### config.mk
export PLATFORM = sky130hd
export DESIGN_NAME = deadline_slot_scheduler_unit
export DESIGN_NICKNAME = d
export VERILOG_FILES = /design/src/rtl/core/dss_pkg.sv /design/src/rtl/core/deadline_slot_scheduler_unit.sv /design/src/rtl/core/dss_ram.sv /design/src/rtl/core/dss_row_search.sv
export SDC_FILE = /design/constraint.sdc
export NUM_CORES = 1
export LEC_CHECK = 0
export BUFFER_PORTS_ARGS = -buffer_cell sky130_fd_sc_hd__buf_4
export CAP_MARGIN = 10
export CORE_MARGIN = 2
export CORE_UTILIZATION = 55
export DETAILED_ROUTE_END_ITERATION = 10
export PLACE_DENSITY = 0.74
export SYNTH_ARGS = -nofsm -noshare
export SYNTH_HDL_FRONTEND = slang
export SYNTH_SLANG_ARGS = --single-unit
### constraint.sdc
create_clock -name clk -period 4.7 [get_ports clk]
set_clock_uncertainty 0.15 [all_clocks]
set_input_delay 0.705 -clock clk [delete_from_list [all_inputs] [get_ports clk]]
set_output_delay 0.705 -clock clk [all_outputs]
set_load 0.01 [all_outputs]
### src/rtl/core/dss_pkg.sv
// ----------------------------------------------------------------------------
// dss_pkg
// Shared types and constants of the deadline slot scheduler.
// ----------------------------------------------------------------------------
package dss_pkg;

    // Slots are kept eight to a memory row.
    localparam int unsigned ROW_BITS  = 8;
    localparam int unsigned ROW_BIT_W = 3;

    localparam int unsigned TAG_W     = 8;
    localparam int unsigned DL_W      = 16;
    localparam int unsigned PROFIT_W  = 16;
    localparam int unsigned SLOT_W    = 7;
    localparam int unsigned SUM_W     = 23;
    localparam int unsigned TOTAL_W   = 22;

    localparam logic [SUM_W-1:0] SUM_MAX   = 23'h7FFFFF;
    localparam logic [SUM_W-1:0] TOTAL_MAX = 23'h3FFFFF;

    typedef logic [ROW_BITS-1:0] row_t;

    // Outcome of the search across one row of the slot map.
    typedef struct packed {
        logic                 found;
        logic [ROW_BIT_W-1:0] pos;
    } search_res_t;

    typedef enum logic [2:0] {
        ST_IDLE   = 3'b001,
        ST_SEARCH = 3'b010,
        ST_DONE   = 3'b100
    } state_t;

endpackage

### src/rtl/core/deadline_slot_scheduler_unit.sv
// ----------------------------------------------------------------------------
// deadline_slot_scheduler_unit
// Greedy job sequencing with deadlines: place each job in the latest free
// slot at or below its clamped deadline and keep a running profit total.
// ----------------------------------------------------------------------------
//
//  Channel | Handshake           | Payload
//  --------+---------------------+---------------------------------------------
//  in      | in_valid / in_stall | first_job, job_tag, deadline, profit
//  out     | out_valid/out_stall | result_tag, accepted, slot_taken,
//          |                     | total_profit
//
//  A job reads k slot-map rows downwards from its deadline, where k runs
//  from 1 to ceil(NUM_SLOTS/8); a zero deadline reads no row at all.
//  The single read port of the slot-map RAM sets the pace: one row
//  of eight slots is examined per cycle, with each row's read issued ahead.
//  Reset clears the per-row valid flags at once; no clearing pass is needed,
//  and a first_job transaction clears them the same way.
//  The result register parts the channels: a stalled result holds while the
//  next job is accepted and searched, and only the hand-over waits.
//
module deadline_slot_scheduler_unit
    import dss_pkg::*;
#(
    parameter int unsigned NUM_SLOTS = 64
) (
    input  logic                clk,
    input  logic                rst_n,

    input  logic                in_valid,
    output logic                in_stall,
    input  logic                first_job,
    input  logic [TAG_W-1:0]    job_tag,
    input  logic [DL_W-1:0]     deadline,
    input  logic [PROFIT_W-1:0] profit,

    output logic                out_valid,
    input  logic                out_stall,
    output logic [TAG_W-1:0]    result_tag,
    output logic                accepted,
    output logic [SLOT_W-1:0]   slot_taken,
    output logic [TOTAL_W-1:0]  total_profit
);

    localparam int unsigned ROWS  = (NUM_SLOTS + ROW_BITS - 1) / ROW_BITS;
    localparam int unsigned ROW_W = (ROWS > 1) ? $clog2(ROWS) : 1;

    // ------------------------------------------------------------------
    // Registers
    // ------------------------------------------------------------------
    state_t              state_reg, state_next;
    logic [ROW_W-1:0]    row_reg;
    row_t                mask_reg;
    logic [ROWS-1:0]     row_valid_reg;
    logic [SUM_W-1:0]    sum_reg;
    logic [TAG_W-1:0]    tag_reg;
    logic [PROFIT_W-1:0] profit_reg;
    logic                res_acc_reg;
    logic [SLOT_W-1:0]   res_slot_reg;

    logic                out_valid_reg;
    logic [TAG_W-1:0]    result_tag_reg;
    logic                accepted_reg;
    logic [SLOT_W-1:0]   slot_taken_reg;
    logic [TOTAL_W-1:0]  total_profit_reg;

    // ------------------------------------------------------------------
    // Datapath signals
    // ------------------------------------------------------------------
    logic                in_fire;
    logic                out_free;
    logic [DL_W-1:0]     dl_clamped;
    logic [DL_W-1:0]     dl_m1;
    logic [ROW_W-1:0]    start_row;
    row_t                start_mask;
    row_t                rd_data;
    row_t                row_used;
    search_res_t         sres;
    logic                ram_wr_en;
    row_t                ram_wr_data;
    logic                ram_rd_en;
    logic [ROW_W-1:0]    ram_rd_addr;
    logic                search_found;
    logic                search_more;
    logic [DL_W-1:0]     slot_wide;
    logic [SUM_W:0]      sum_add;
    logic [SUM_W-1:0]    sum_sat;

    assign in_fire  = in_valid && !in_stall;
    assign in_stall = (state_reg != ST_IDLE);
    assign out_free = !out_valid_reg || !out_stall;

    // Clamp the deadline to the slot count, then split slot-1 into row and bit.
    assign dl_clamped = (deadline > DL_W'(NUM_SLOTS)) ? DL_W'(NUM_SLOTS) : deadline;
    assign dl_m1      = dl_clamped - DL_W'(1);
    assign start_row  = dl_m1[ROW_W+ROW_BIT_W-1:ROW_BIT_W];
    assign start_mask = row_t'({ROW_BITS{1'b1}}) >> (ROW_BIT_W'(ROW_BITS - 1)
                        - dl_m1[ROW_BIT_W-1:0]);

    // A row that has not been written since the last clear reads as all free.
    assign row_used = row_valid_reg[row_reg] ? rd_data : '0;

    dss_row_search u_search (
        .used (row_used),
        .mask (mask_reg),
        .res  (sres)
    );

    assign search_found = (state_reg == ST_SEARCH) && sres.found;
    assign search_more  = (state_reg == ST_SEARCH) && !sres.found && (row_reg != '0);

    // Read-modify-write of the slot map: mark the chosen slot used.
    assign ram_wr_en   = search_found;
    assign ram_wr_data = row_used | (row_t'(1) << sres.pos);

    // Issue the first read on acceptance, then walk down a row per cycle.
    always_comb
    begin
        ram_rd_en   = 1'b0;
        ram_rd_addr = start_row;
        if (search_more)
        begin
            ram_rd_en   = 1'b1;
            ram_rd_addr = row_reg - ROW_W'(1);
        end
        else if (in_fire && (dl_clamped != '0))
        begin
            ram_rd_en = 1'b1;
        end
    end

    dss_ram #(
        .WIDTH (ROW_BITS),
        .DEPTH (ROWS)
    ) u_slot_map (
        .clk     (clk),
        .wr_en   (ram_wr_en),
        .wr_addr (row_reg),
        .wr_data (ram_wr_data),
        .rd_en   (ram_rd_en),
        .rd_addr (ram_rd_addr),
        .rd_data (rd_data)
    );

    assign slot_wide = DL_W'({row_reg, sres.pos}) + DL_W'(1);
    assign sum_add   = {1'b0, sum_reg} + (SUM_W + 1)'(profit_reg);
    assign sum_sat   = (sum_add > (SUM_W + 1)'(SUM_MAX)) ? SUM_MAX : sum_add[SUM_W-1:0];

    // ------------------------------------------------------------------
    // Sequencer
    // ------------------------------------------------------------------
    always_comb
    begin
        state_next = state_reg;
        unique case (state_reg)
            ST_IDLE:
            begin
                if (in_fire)
                begin
                    state_next = (dl_clamped == '0) ? ST_DONE : ST_SEARCH;
                end
            end
            ST_SEARCH:
            begin
                if (!search_more)
                begin
                    state_next = ST_DONE;
                end
            end
            ST_DONE:
            begin
                if (out_free)
                begin
                    state_next = ST_IDLE;
                end
            end
            default:
            begin
                state_next = ST_IDLE;
            end
        endcase
    end

    always_ff @(posedge clk or negedge rst_n)
    begin
        if (!rst_n)
        begin
            state_reg     <= ST_IDLE;
            row_valid_reg <= '0;
            sum_reg       <= '0;
            out_valid_reg <= 1'b0;
        end
        else
        begin
            state_reg <= state_next;

            // Clear the set: drop every row and the running total.
            if (in_fire && first_job)
            begin
                row_valid_reg <= '0;
                sum_reg       <= '0;
            end
            else if (search_found)
            begin
                row_valid_reg[row_reg] <= 1'b1;
                sum_reg                <= sum_sat;
            end

            if ((state_reg == ST_DONE) && out_free)
            begin
                out_valid_reg <= 1'b1;
            end
            else if (!out_stall)
            begin
                out_valid_reg <= 1'b0;
            end
        end
    end

    // Payload of the job in flight and of the result register.
    always_ff @(posedge clk)
    begin
        if (in_fire)
        begin
            tag_reg      <= job_tag;
            profit_reg   <= profit;
            row_reg      <= start_row;
            mask_reg     <= start_mask;
            res_acc_reg  <= 1'b0;
            res_slot_reg <= '0;
        end
        else if (search_more)
        begin
            row_reg  <= row_reg - ROW_W'(1);
            mask_reg <= row_t'({ROW_BITS{1'b1}});
        end
        else if (search_found)
        begin
            res_acc_reg  <= 1'b1;
            res_slot_reg <= slot_wide[SLOT_W-1:0];
        end

        if ((state_reg == ST_DONE) && out_free)
        begin
            result_tag_reg   <= tag_reg;
            accepted_reg     <= res_acc_reg;
            slot_taken_reg   <= res_slot_reg;
            total_profit_reg <= (sum_reg > TOTAL_MAX) ? TOTAL_MAX[TOTAL_W-1:0]
                                                      : sum_reg[TOTAL_W-1:0];
        end
    end

    assign out_valid    = out_valid_reg;
    assign result_tag   = result_tag_reg;
    assign accepted     = accepted_reg;
    assign slot_taken   = slot_taken_reg;
    assign total_profit = total_profit_reg;

    // ------------------------------------------------------------------
    // Assertions
    // ------------------------------------------------------------------
    a_state_onehot: assert property (@(posedge clk) disable iff (!rst_n)
        $onehot(state_reg))
        else $error("state register not one-hot");

    a_write_in_search: assert property (@(posedge clk) disable iff (!rst_n)
        ram_wr_en |-> (state_reg == ST_SEARCH))
        else $error("slot map written outside search");

    a_accept_leaves_idle: assert property (@(posedge clk) disable iff (!rst_n)
        in_fire |=> (state_reg == ST_SEARCH || state_reg == ST_DONE))
        else $error("accepted job did not start");

    a_reject_no_slot: assert property (@(posedge clk) disable iff (!rst_n)
        (out_valid && !accepted) |-> (slot_taken == '0))
        else $error("rejected job reports a slot");

endmodule

### src/rtl/core/dss_ram.sv
// ----------------------------------------------------------------------------
// dss_ram
// Generic single-write, single-read RAM with a registered read port.
// ----------------------------------------------------------------------------
module dss_ram #(
    parameter int unsigned WIDTH = 8,
    parameter int unsigned DEPTH = 8
) (
    input  logic                                     clk,
    input  logic                                     wr_en,
    input  logic [((DEPTH > 1) ? $clog2(DEPTH) : 1)-1:0] wr_addr,
    input  logic [WIDTH-1:0]                         wr_data,
    input  logic                                     rd_en,
    input  logic [((DEPTH > 1) ? $clog2(DEPTH) : 1)-1:0] rd_addr,
    output logic [WIDTH-1:0]                         rd_data
);

    logic [WIDTH-1:0] mem [DEPTH];

    always_ff @(posedge clk)
    begin
        if (wr_en)
        begin
            mem[wr_addr] <= wr_data;
        end
        if (rd_en)
        begin
            rd_data <= mem[rd_addr];
        end
    end

endmodule

### src/rtl/core/dss_row_search.sv
// ----------------------------------------------------------------------------
// dss_row_search
// Find the highest free slot of one slot-map row within a search mask.
// ----------------------------------------------------------------------------
module dss_row_search
    import dss_pkg::*;
(
    input  row_t        used,
    input  row_t        mask,
    output search_res_t res
);

    row_t free_bits;

    assign free_bits = ~used & mask;

    // Scan upwards so that the highest free bit wins.
    always_comb
    begin
        res.found = 1'b0;
        res.pos   = '0;
        for (int i = 0; i < ROW_BITS; i++)
        begin
            if (free_bits[i])
            begin
                res.found = 1'b1;
                res.pos   = ROW_BIT_W'(i);
            end
        end
    end

endmodule
==> flow_summary.yaml, run 1 <==
run_status:
  status: "finished clean"
routing:
  drt_wl_total_mm: 22.9
  vias_per_cell: 6.03
  wire_per_inst_um: 18.9
  firstDrtPassIters: 5
  drc: 0
  ant_nets: 0
  drt_iter0_markers: 645
  vias: 7307
worst_setup_path:
  end_kind: "flop"
  path_class: "flop to flop"
  cp_num_buf_inv: 1
  critical-path-top-delay-family: "compound AO/OA/AOI/OAI gates"
  crit_required_ns: 4.67
  path_cells: "mux2i_1 > o22ai_2 > o21ai_1 > a22oi_4 > buf_4 > nand2_1 > o21ai_0"
  cp.arrival_ns: 3.80
  critPathLaunchType: "flop"
  cpPeakStageDelay_ns: 0.73
  cpMaxStageDelayCell: "buf_4"
  cp_max_fo: 97
sta:
  fin_crit_sh_pct: 81.4
  period_minus_slack_ns: 3.83
  max_slew_margin_pct: 34.1
  setup_tns_ns: 0
  maxSlewViolCount: 0
  clock.fmax_mhz: 261
  rsz0062_at_grt: "false"
  hold_viol: 0
  setup_viol: 0
  setup_slack_ns: 0.872
  tightest_slew_ns: 0.984
clocking:
  hold_buffers: 0
  root_buffer: "clkbuf_16"
  cts_tree: "built"
  cts_setup_buffers: 0
  cts_made_buffers: 17
  path_clk_slew_ns: 0.07
  htreeDepth: 4
  clock_path_buffers: 2
  clock_sinks: 187
  clkLatencyLatePin_ns: 0.43
  cts_resized: 0
placed_design:
  dp_worst_setup_slack_ns: 0.950
  portBuffers: 84
  gp_congestion: 0.868
  hpwlAfterDp_mm: 14.8
grt:
  grt_pass1_wl_mm: 37.1
  antenna_found_initial: 0
  grt_pass1_vias: 7166
  overflow: 0
  grt_max_degree: 98
  grt_usage_pct: 24.4
synthesis:
  syn_inst: 906
  ys_warn_count: 0
  synthFlopType: "edfxtp_1"
  synth_edf_count: 144
  synth_fp_nets: 980
  netlist.area_leader.share_pct: 43.6
  yosysSeqAreaShare_pct: 54.0
  synth_seq_cells: 187
  synth_top_cell_by_area: "edfxtp_1"
  syn_area_um2: 9930
  synth.area.top_cells: "edfxtp_1, dfrtp_1, and2_1"
  synth_cell_types: 67
  syn_area_per_cell_um2: 11.0
  synth.most_common_cell: "edfxtp_1"
  yosys-top-cells-count: "edfxtp_1, nand2_1, and2_1"
  async_flop_share_pct: 18.7
floorplan:
  die_area_um2: 19100
  die_h_um: 138
  initial_core_util_pct: 55.6
  io_pins: 85
  num_rows: 49
  die-width_um: 138
  coreArea_um2: 17800
power:
  p_clk_share_pct: 26.9
  p_per_area_nw_per_um2: 476
  intPower_mw: 3.67
  swShare_pct: 32.5
  p_seq_share_pct: 42.4
  power.leakage_nw: 4.53
  power.switching_mw: 1.77
  comb_power_share_pct: 30.8
  irDropWorstVdd_mv: 0.312
cells_and_area:
  largest_register_ffs: 64
  area_growth_pct: 14.9
  drive_above_1_share_pct: 18.3
  insertedDiodeCount: 0
  fin_nets: 1043
job:
  cap_violations: 0
hold_path:
  hold_path.class: "input port to async pin"
[power by group through the flow]
stage                     logic (mW)  registers (mW)  clock network (mW)
after floorplan                 1.22            2.27                   0
final                           1.67            2.30                1.46
after detailed placement        1.65            2.33                   0
after global placement          1.61            2.32                   0
after global routing            1.86            2.33                1.54
after CTS                       1.67            2.30                1.49
[final cells by class]
class,instances,area [um^2]
fill,1422,6430
clock buffer,19,433
multi-input combinational,636,4270
clock inverter,13,168
tap,229,287
sequential,187,5360
timing repair buffer,107,816
inverter,20,75.1
[cell usage in the layout, fill, tap and decap left out, types with 4 or more instances in the layout]
| master | n |
|---|---|
| a211oi_1 | 9 |
| a21boi_0 | 4 |
| a21o_1 | 18 |
| a21oi_1 | 31 |
| a31oi_1 | 4 |
| a32o_1 | 32 |
| and2_1 | 70 |
| and3_1 | 6 |
| buf_4 | 106 |
| clkbuf_16 | 17 |
| dfrtp_1 | 34 |
| dfxtp_1 | 8 |
| edfxtp_1 | 144 |
| ha_1 | 28 |
| inv_1 | 20 |
| mux2i_1 | 29 |
| nand2_1 | 71 |
| nand2b_1 | 40 |
| nand3_1 | 50 |
| nand4_1 | 68 |
| nor2_1 | 38 |
| nor3_1 | 9 |
| o21a_1 | 7 |
| o21ai_0 | 24 |
| or2_2 | 25 |
| xnor2_1 | 11 |
| xor2_1 | 4 |
[kinds of logic after synthesis]
kind of cell             Yosys count  synth area share (%)
AO/OA/AOI/OAI                    164                  12.3
multiplexers                      33                  3.44
adder cells (fa/ha/maj)           29                  3.73
AND/OR/NAND/NOR                  395                  21.7
flip-flops                       187                  54.0
XOR/XNOR                          15                  1.32
buffers and inverters             83                  3.48
[layer usage]
layer / wire, um / part of all wire [%] / vias to the layer above / track usage [%]
li1: - / - / 3499 / -
met1: 9430 / 41 / 3547 / 30.8
met2: 11600 / 51 / 224 / 41.9
met3: 1350 / 5.9 / 37 / 4.92
met4: 507 / 2.2 / 0 / 8.70
met5: 0 / 0 / - / 0
[stage by stage]
| step | util (%) | hold WS [ns] | instances | instance area, um^2 | total power, mW |
|---|---|---|---|---|---|
| after floorplan | - | 0.250 | 906 | 9930 | 3.48 |
| final | 63.9 | 0.0822 | 1211 | 11400 | 5.43 |
| after global routing | 63.9 | 0.116 | 1211 | 11400 | 5.72 |
| after global placement | 60.6 | 0.250 | 1179 | 10800 | 3.94 |
| after CTS | 63.9 | 0.0863 | 1211 | 11400 | 5.45 |
| after detailed placement | 60.6 | 0.256 | 1179 | 10800 | 3.98 |
[worst paths after layout]
path	start	to	slack [ns]	cells past startpoint
min in group clk	tag_reg[3]	result_tag[3]	0.27	0
hold / removal	rst_n	sum_reg[9]	0.08	1
max in group asynchronous	rst_n	state_reg[0]	3.95	1
setup reg to reg	row_reg[0]	u_slot_map.mem[6][1]	0.87	7
hold reg to reg	tag_reg[3]	result_tag[3]	0.27	0
setup / recovery	row_reg[0]	u_slot_map.mem[6][1]	0.87	7
Power figures use the tool's default switching activity.
==> run 2: changes to the inputs <==
ABC_AREA = 1   (was unset)
PLACE_DENSITY = 0.75   (was 0.74)
clock period = 3.9 ns   (was 4.7 ns; I/O delays follow)
==> run 2 against run 1 <==
  * Critical endpoint is now u_slot_map.rd_data[7]
  * Fmax increased by 21%
  * Die area decreased by 10%
  * First-iteration DRC count decreased by 19%
  * Clock-buffer cell count increased by 1
==> flow_summary.yaml, run 2 <==
run_status:
  status: "finished clean"
cells_and_area:
  fin_util_pct: 65.7
  final_cell_mix: "nand2_1, edfxtp_1, inv_1"
  finalNonFillerCells: 1205
  drive_above_1_share_pct: 16.0
  layout_commonest_cell: "nand2_1"
  fin_nets: 1050
  final.fill_count: 1220
  finalInstanceArea_um2: 10400
  insertedDiodeCount: 0
  area_growth_pct: 17.4
  largest_register_ffs: 64
synthesis:
  synth_cell_types: 43
  synth_seq_cells: 187
  muxShareOfSynthArea_pct: 0
  ys_warn_count: 0
  synth_simple_gate_area_share_pct: 19.8
  netlist.area_leader.share_pct: 48.8
  syn_inst: 874
  synth.most_common_cell: "nand2_1"
  async_flop_share_pct: 18.7
  synth_fp_nets: 948
  synthXorXnorAreaFrac_pct: 1.78
  synth_top_family_by_area: "simple AND/OR/NAND/NOR gates"
  synth_top_cell_by_area: "edfxtp_1"
  syn_area_per_cell_um2: 10.1
  synth-compound-area-share_pct: 7.09
  synth.area.top_cells: "edfxtp_1, dfrtp_1, nand2_1"
  syn_area_um2: 8860
  yosysSeqAreaShare_pct: 60.5
  synth_edf_count: 144
  synthAdderAreaFrac_pct: 4.18
  synthFlopType: "edfxtp_1"
  yosys-top-cells-count: "nand2_1, edfxtp_1, inv_1"
clocking:
  clock_path_buffers: 2
  cts_setup_buffers: 0
  cts_tree: "built"
  path_clk_slew_ns: 0.07
  clock_sinks: 187
  htreeDepth: 4
  cts_resized: 0
  clkLatencyLatePin_ns: 0.43
  root_buffer: "clkbuf_16"
  cts_made_buffers: 17
hold_path:
  hold_path.class: "input port to flop"
  holdCritStartpoint: "profit[2]"
  holdPathStages: 1
  hold_path_end: "profit_reg[2]"
worst_setup_path:
  crit_required_ns: 4.05
  reg2reg_depth: 17
  path_class: "flop to flop"
  r2r-end: "u_slot_map.rd_data[7]"
  rrSetupSlack_ns: 0.73
  cp.arrival_ns: 3.32
  cp_max_fo: 33
  end_kind: "flop"
  critPathLaunchType: "flop"
  reg2reg_from: "row_reg[0]"
sta:
  fin_crit_sh_pct: 81.3
  setup_slack_ns: 0.729
  max_slew_margin_pct: 25.3
  hold_viol: 0
  rsz0062_at_grt: "false"
  fin_hold_ws_ns: 0.176
  clock.fmax_mhz: 315
  tightest_slew_ns: 1.12
  period_minus_slack_ns: 3.17
  setup_viol: 0
  maxSlewViolCount: 0
  setup_tns_ns: 0
routing:
  drc: 0
  firstDrtPassIters: 5
  vias: 6348
  drt_iter0_markers: 521
  drt_wl_total_mm: 19.1
  vias_per_cell: 5.27
  ant_nets: 0
  wire_per_inst_um: 15.8
power:
  power.leakage_nw: 4.66
  finalPower_mw: 6.38
  p_per_area_nw_per_um2: 614
  irDropWorstVdd_mv: 0.358
floorplan:
  coreArea_um2: 15800
  die_area_um2: 17100
  die_h_um: 131
  initial_core_util_pct: 56.0
  die-width_um: 131
  num_rows: 46
  io_pins: 85
grt:
  overflow: 0
  grt_usage_pct: 23.3
  grt_pass1_vias: 6012
  grt_pass1_wl_mm: 30.1
  antenna_found_initial: 0
  grt_max_degree: 39
placed_design:
  hpwlAfterDp_mm: 12.9
  portBuffers: 84
  dp_worst_setup_slack_ns: 0.590
  placedCellCount: 1172
  dpl_cell_area_um2: 9800
  gp_congestion: 0.869
job:
  cap_violations: 0
[run 2: cell count changes in the layout (fill, tap and decap cells not counted), moves of 32 or more]
cell      previous run  this run
a32o_1              32         0
and2_1              70         1
inv_1               20       115
nand2_1             71       223
nand2b_1            40         0
nand4_1             68        10
o21ai_0             24        56
[run 2: how the worst max path moves through the flow]
stage | start | endpoint | depth (start not counted)
after CTS | row_reg[0] | u_slot_map.rd_data[5] | 17
after global placement | deadline[8] | u_slot_map.rd_data[3] | 15
after global routing | row_reg[0] | u_slot_map.rd_data[2] | 17
after floorplan | row_reg[0] | u_slot_map.mem[1][0] | 13
after detailed placement | deadline[8] | u_slot_map.rd_data[3] | 15
final | row_reg[0] | u_slot_map.rd_data[7] | 17
[run 2: layout make-up]
type	count	area (um^2)	share of cell area, %
Clock inverter	12	148	1.42
Sequential cell	187	5360	51.6
Inverter	121	454	4.37
Timing Repair Buffer	108	813	7.82
Clock buffer	20	437	4.20
Multi-Input combinational cell	541	2910	28.0
Tap cell	216	270	2.60
[run 2: what timing repair did]
item                                   in CTS  in global routing
setup endpoints to repair                   0                  0
hold buffers                                1                  0
endpoints found under the hold margin      34                  0
[run 2: logic make-up (layout without fill, tap and decap cells)]
family / after synthesis / after routing
buffers and inverters: 146 / 261
and+or+nand+nor: 384 / 384
xor gates and xnor gates: 18 / 18
DFF: 187 / 187
adders and majority gates: 29 / 29
AOI/OAI and AO/OA: 110 / 110
[run 2: power breakdown]
group / switching (mW) / leakage (nW) / total, mW / internal (mW)
combinational: 1.17 / 2.55 / 1.82 / 0.653
clock: 0.711 / 0.275 / 1.71 / 1.00
sequential: 0.185 / 1.84 / 2.84 / 2.66
total: 2.07 / 4.66 / 6.38 / 4.31
[run 2: worst max-delay path, stage by stage, from the launching register on]
cell	delay [ns]
edfxtp_1	0.52
inv_2	0.22
nand2_1	0.09
a21oi_2	0.13
nor2_2	0.06
nand2_4	0.11
nand2_1	0.10
nand2_1	0.10
nand2_2	0.11
nor2_8	0.18
nand3_4	0.16
nand2_4	0.35
nand2_4	0.30
nand2_1	0.15
nand3_1	0.08
nand2_1	0.08
nand2_1	0.05
nand2_1	0.07
[run 2: layer usage]
layer / wire length [um] / share of wire, % / vias up / track usage (%)
li1: - / - / 3122 / -
met3: 1150 / 6.0 / 38 / 4.72
met5: 0 / 0 / - / 0
met2: 8800 / 46 / 224 / 37.0
met4: 465 / 2.4 / 0 / 8.89
met1: 8680 / 45 / 2964 / 32.0
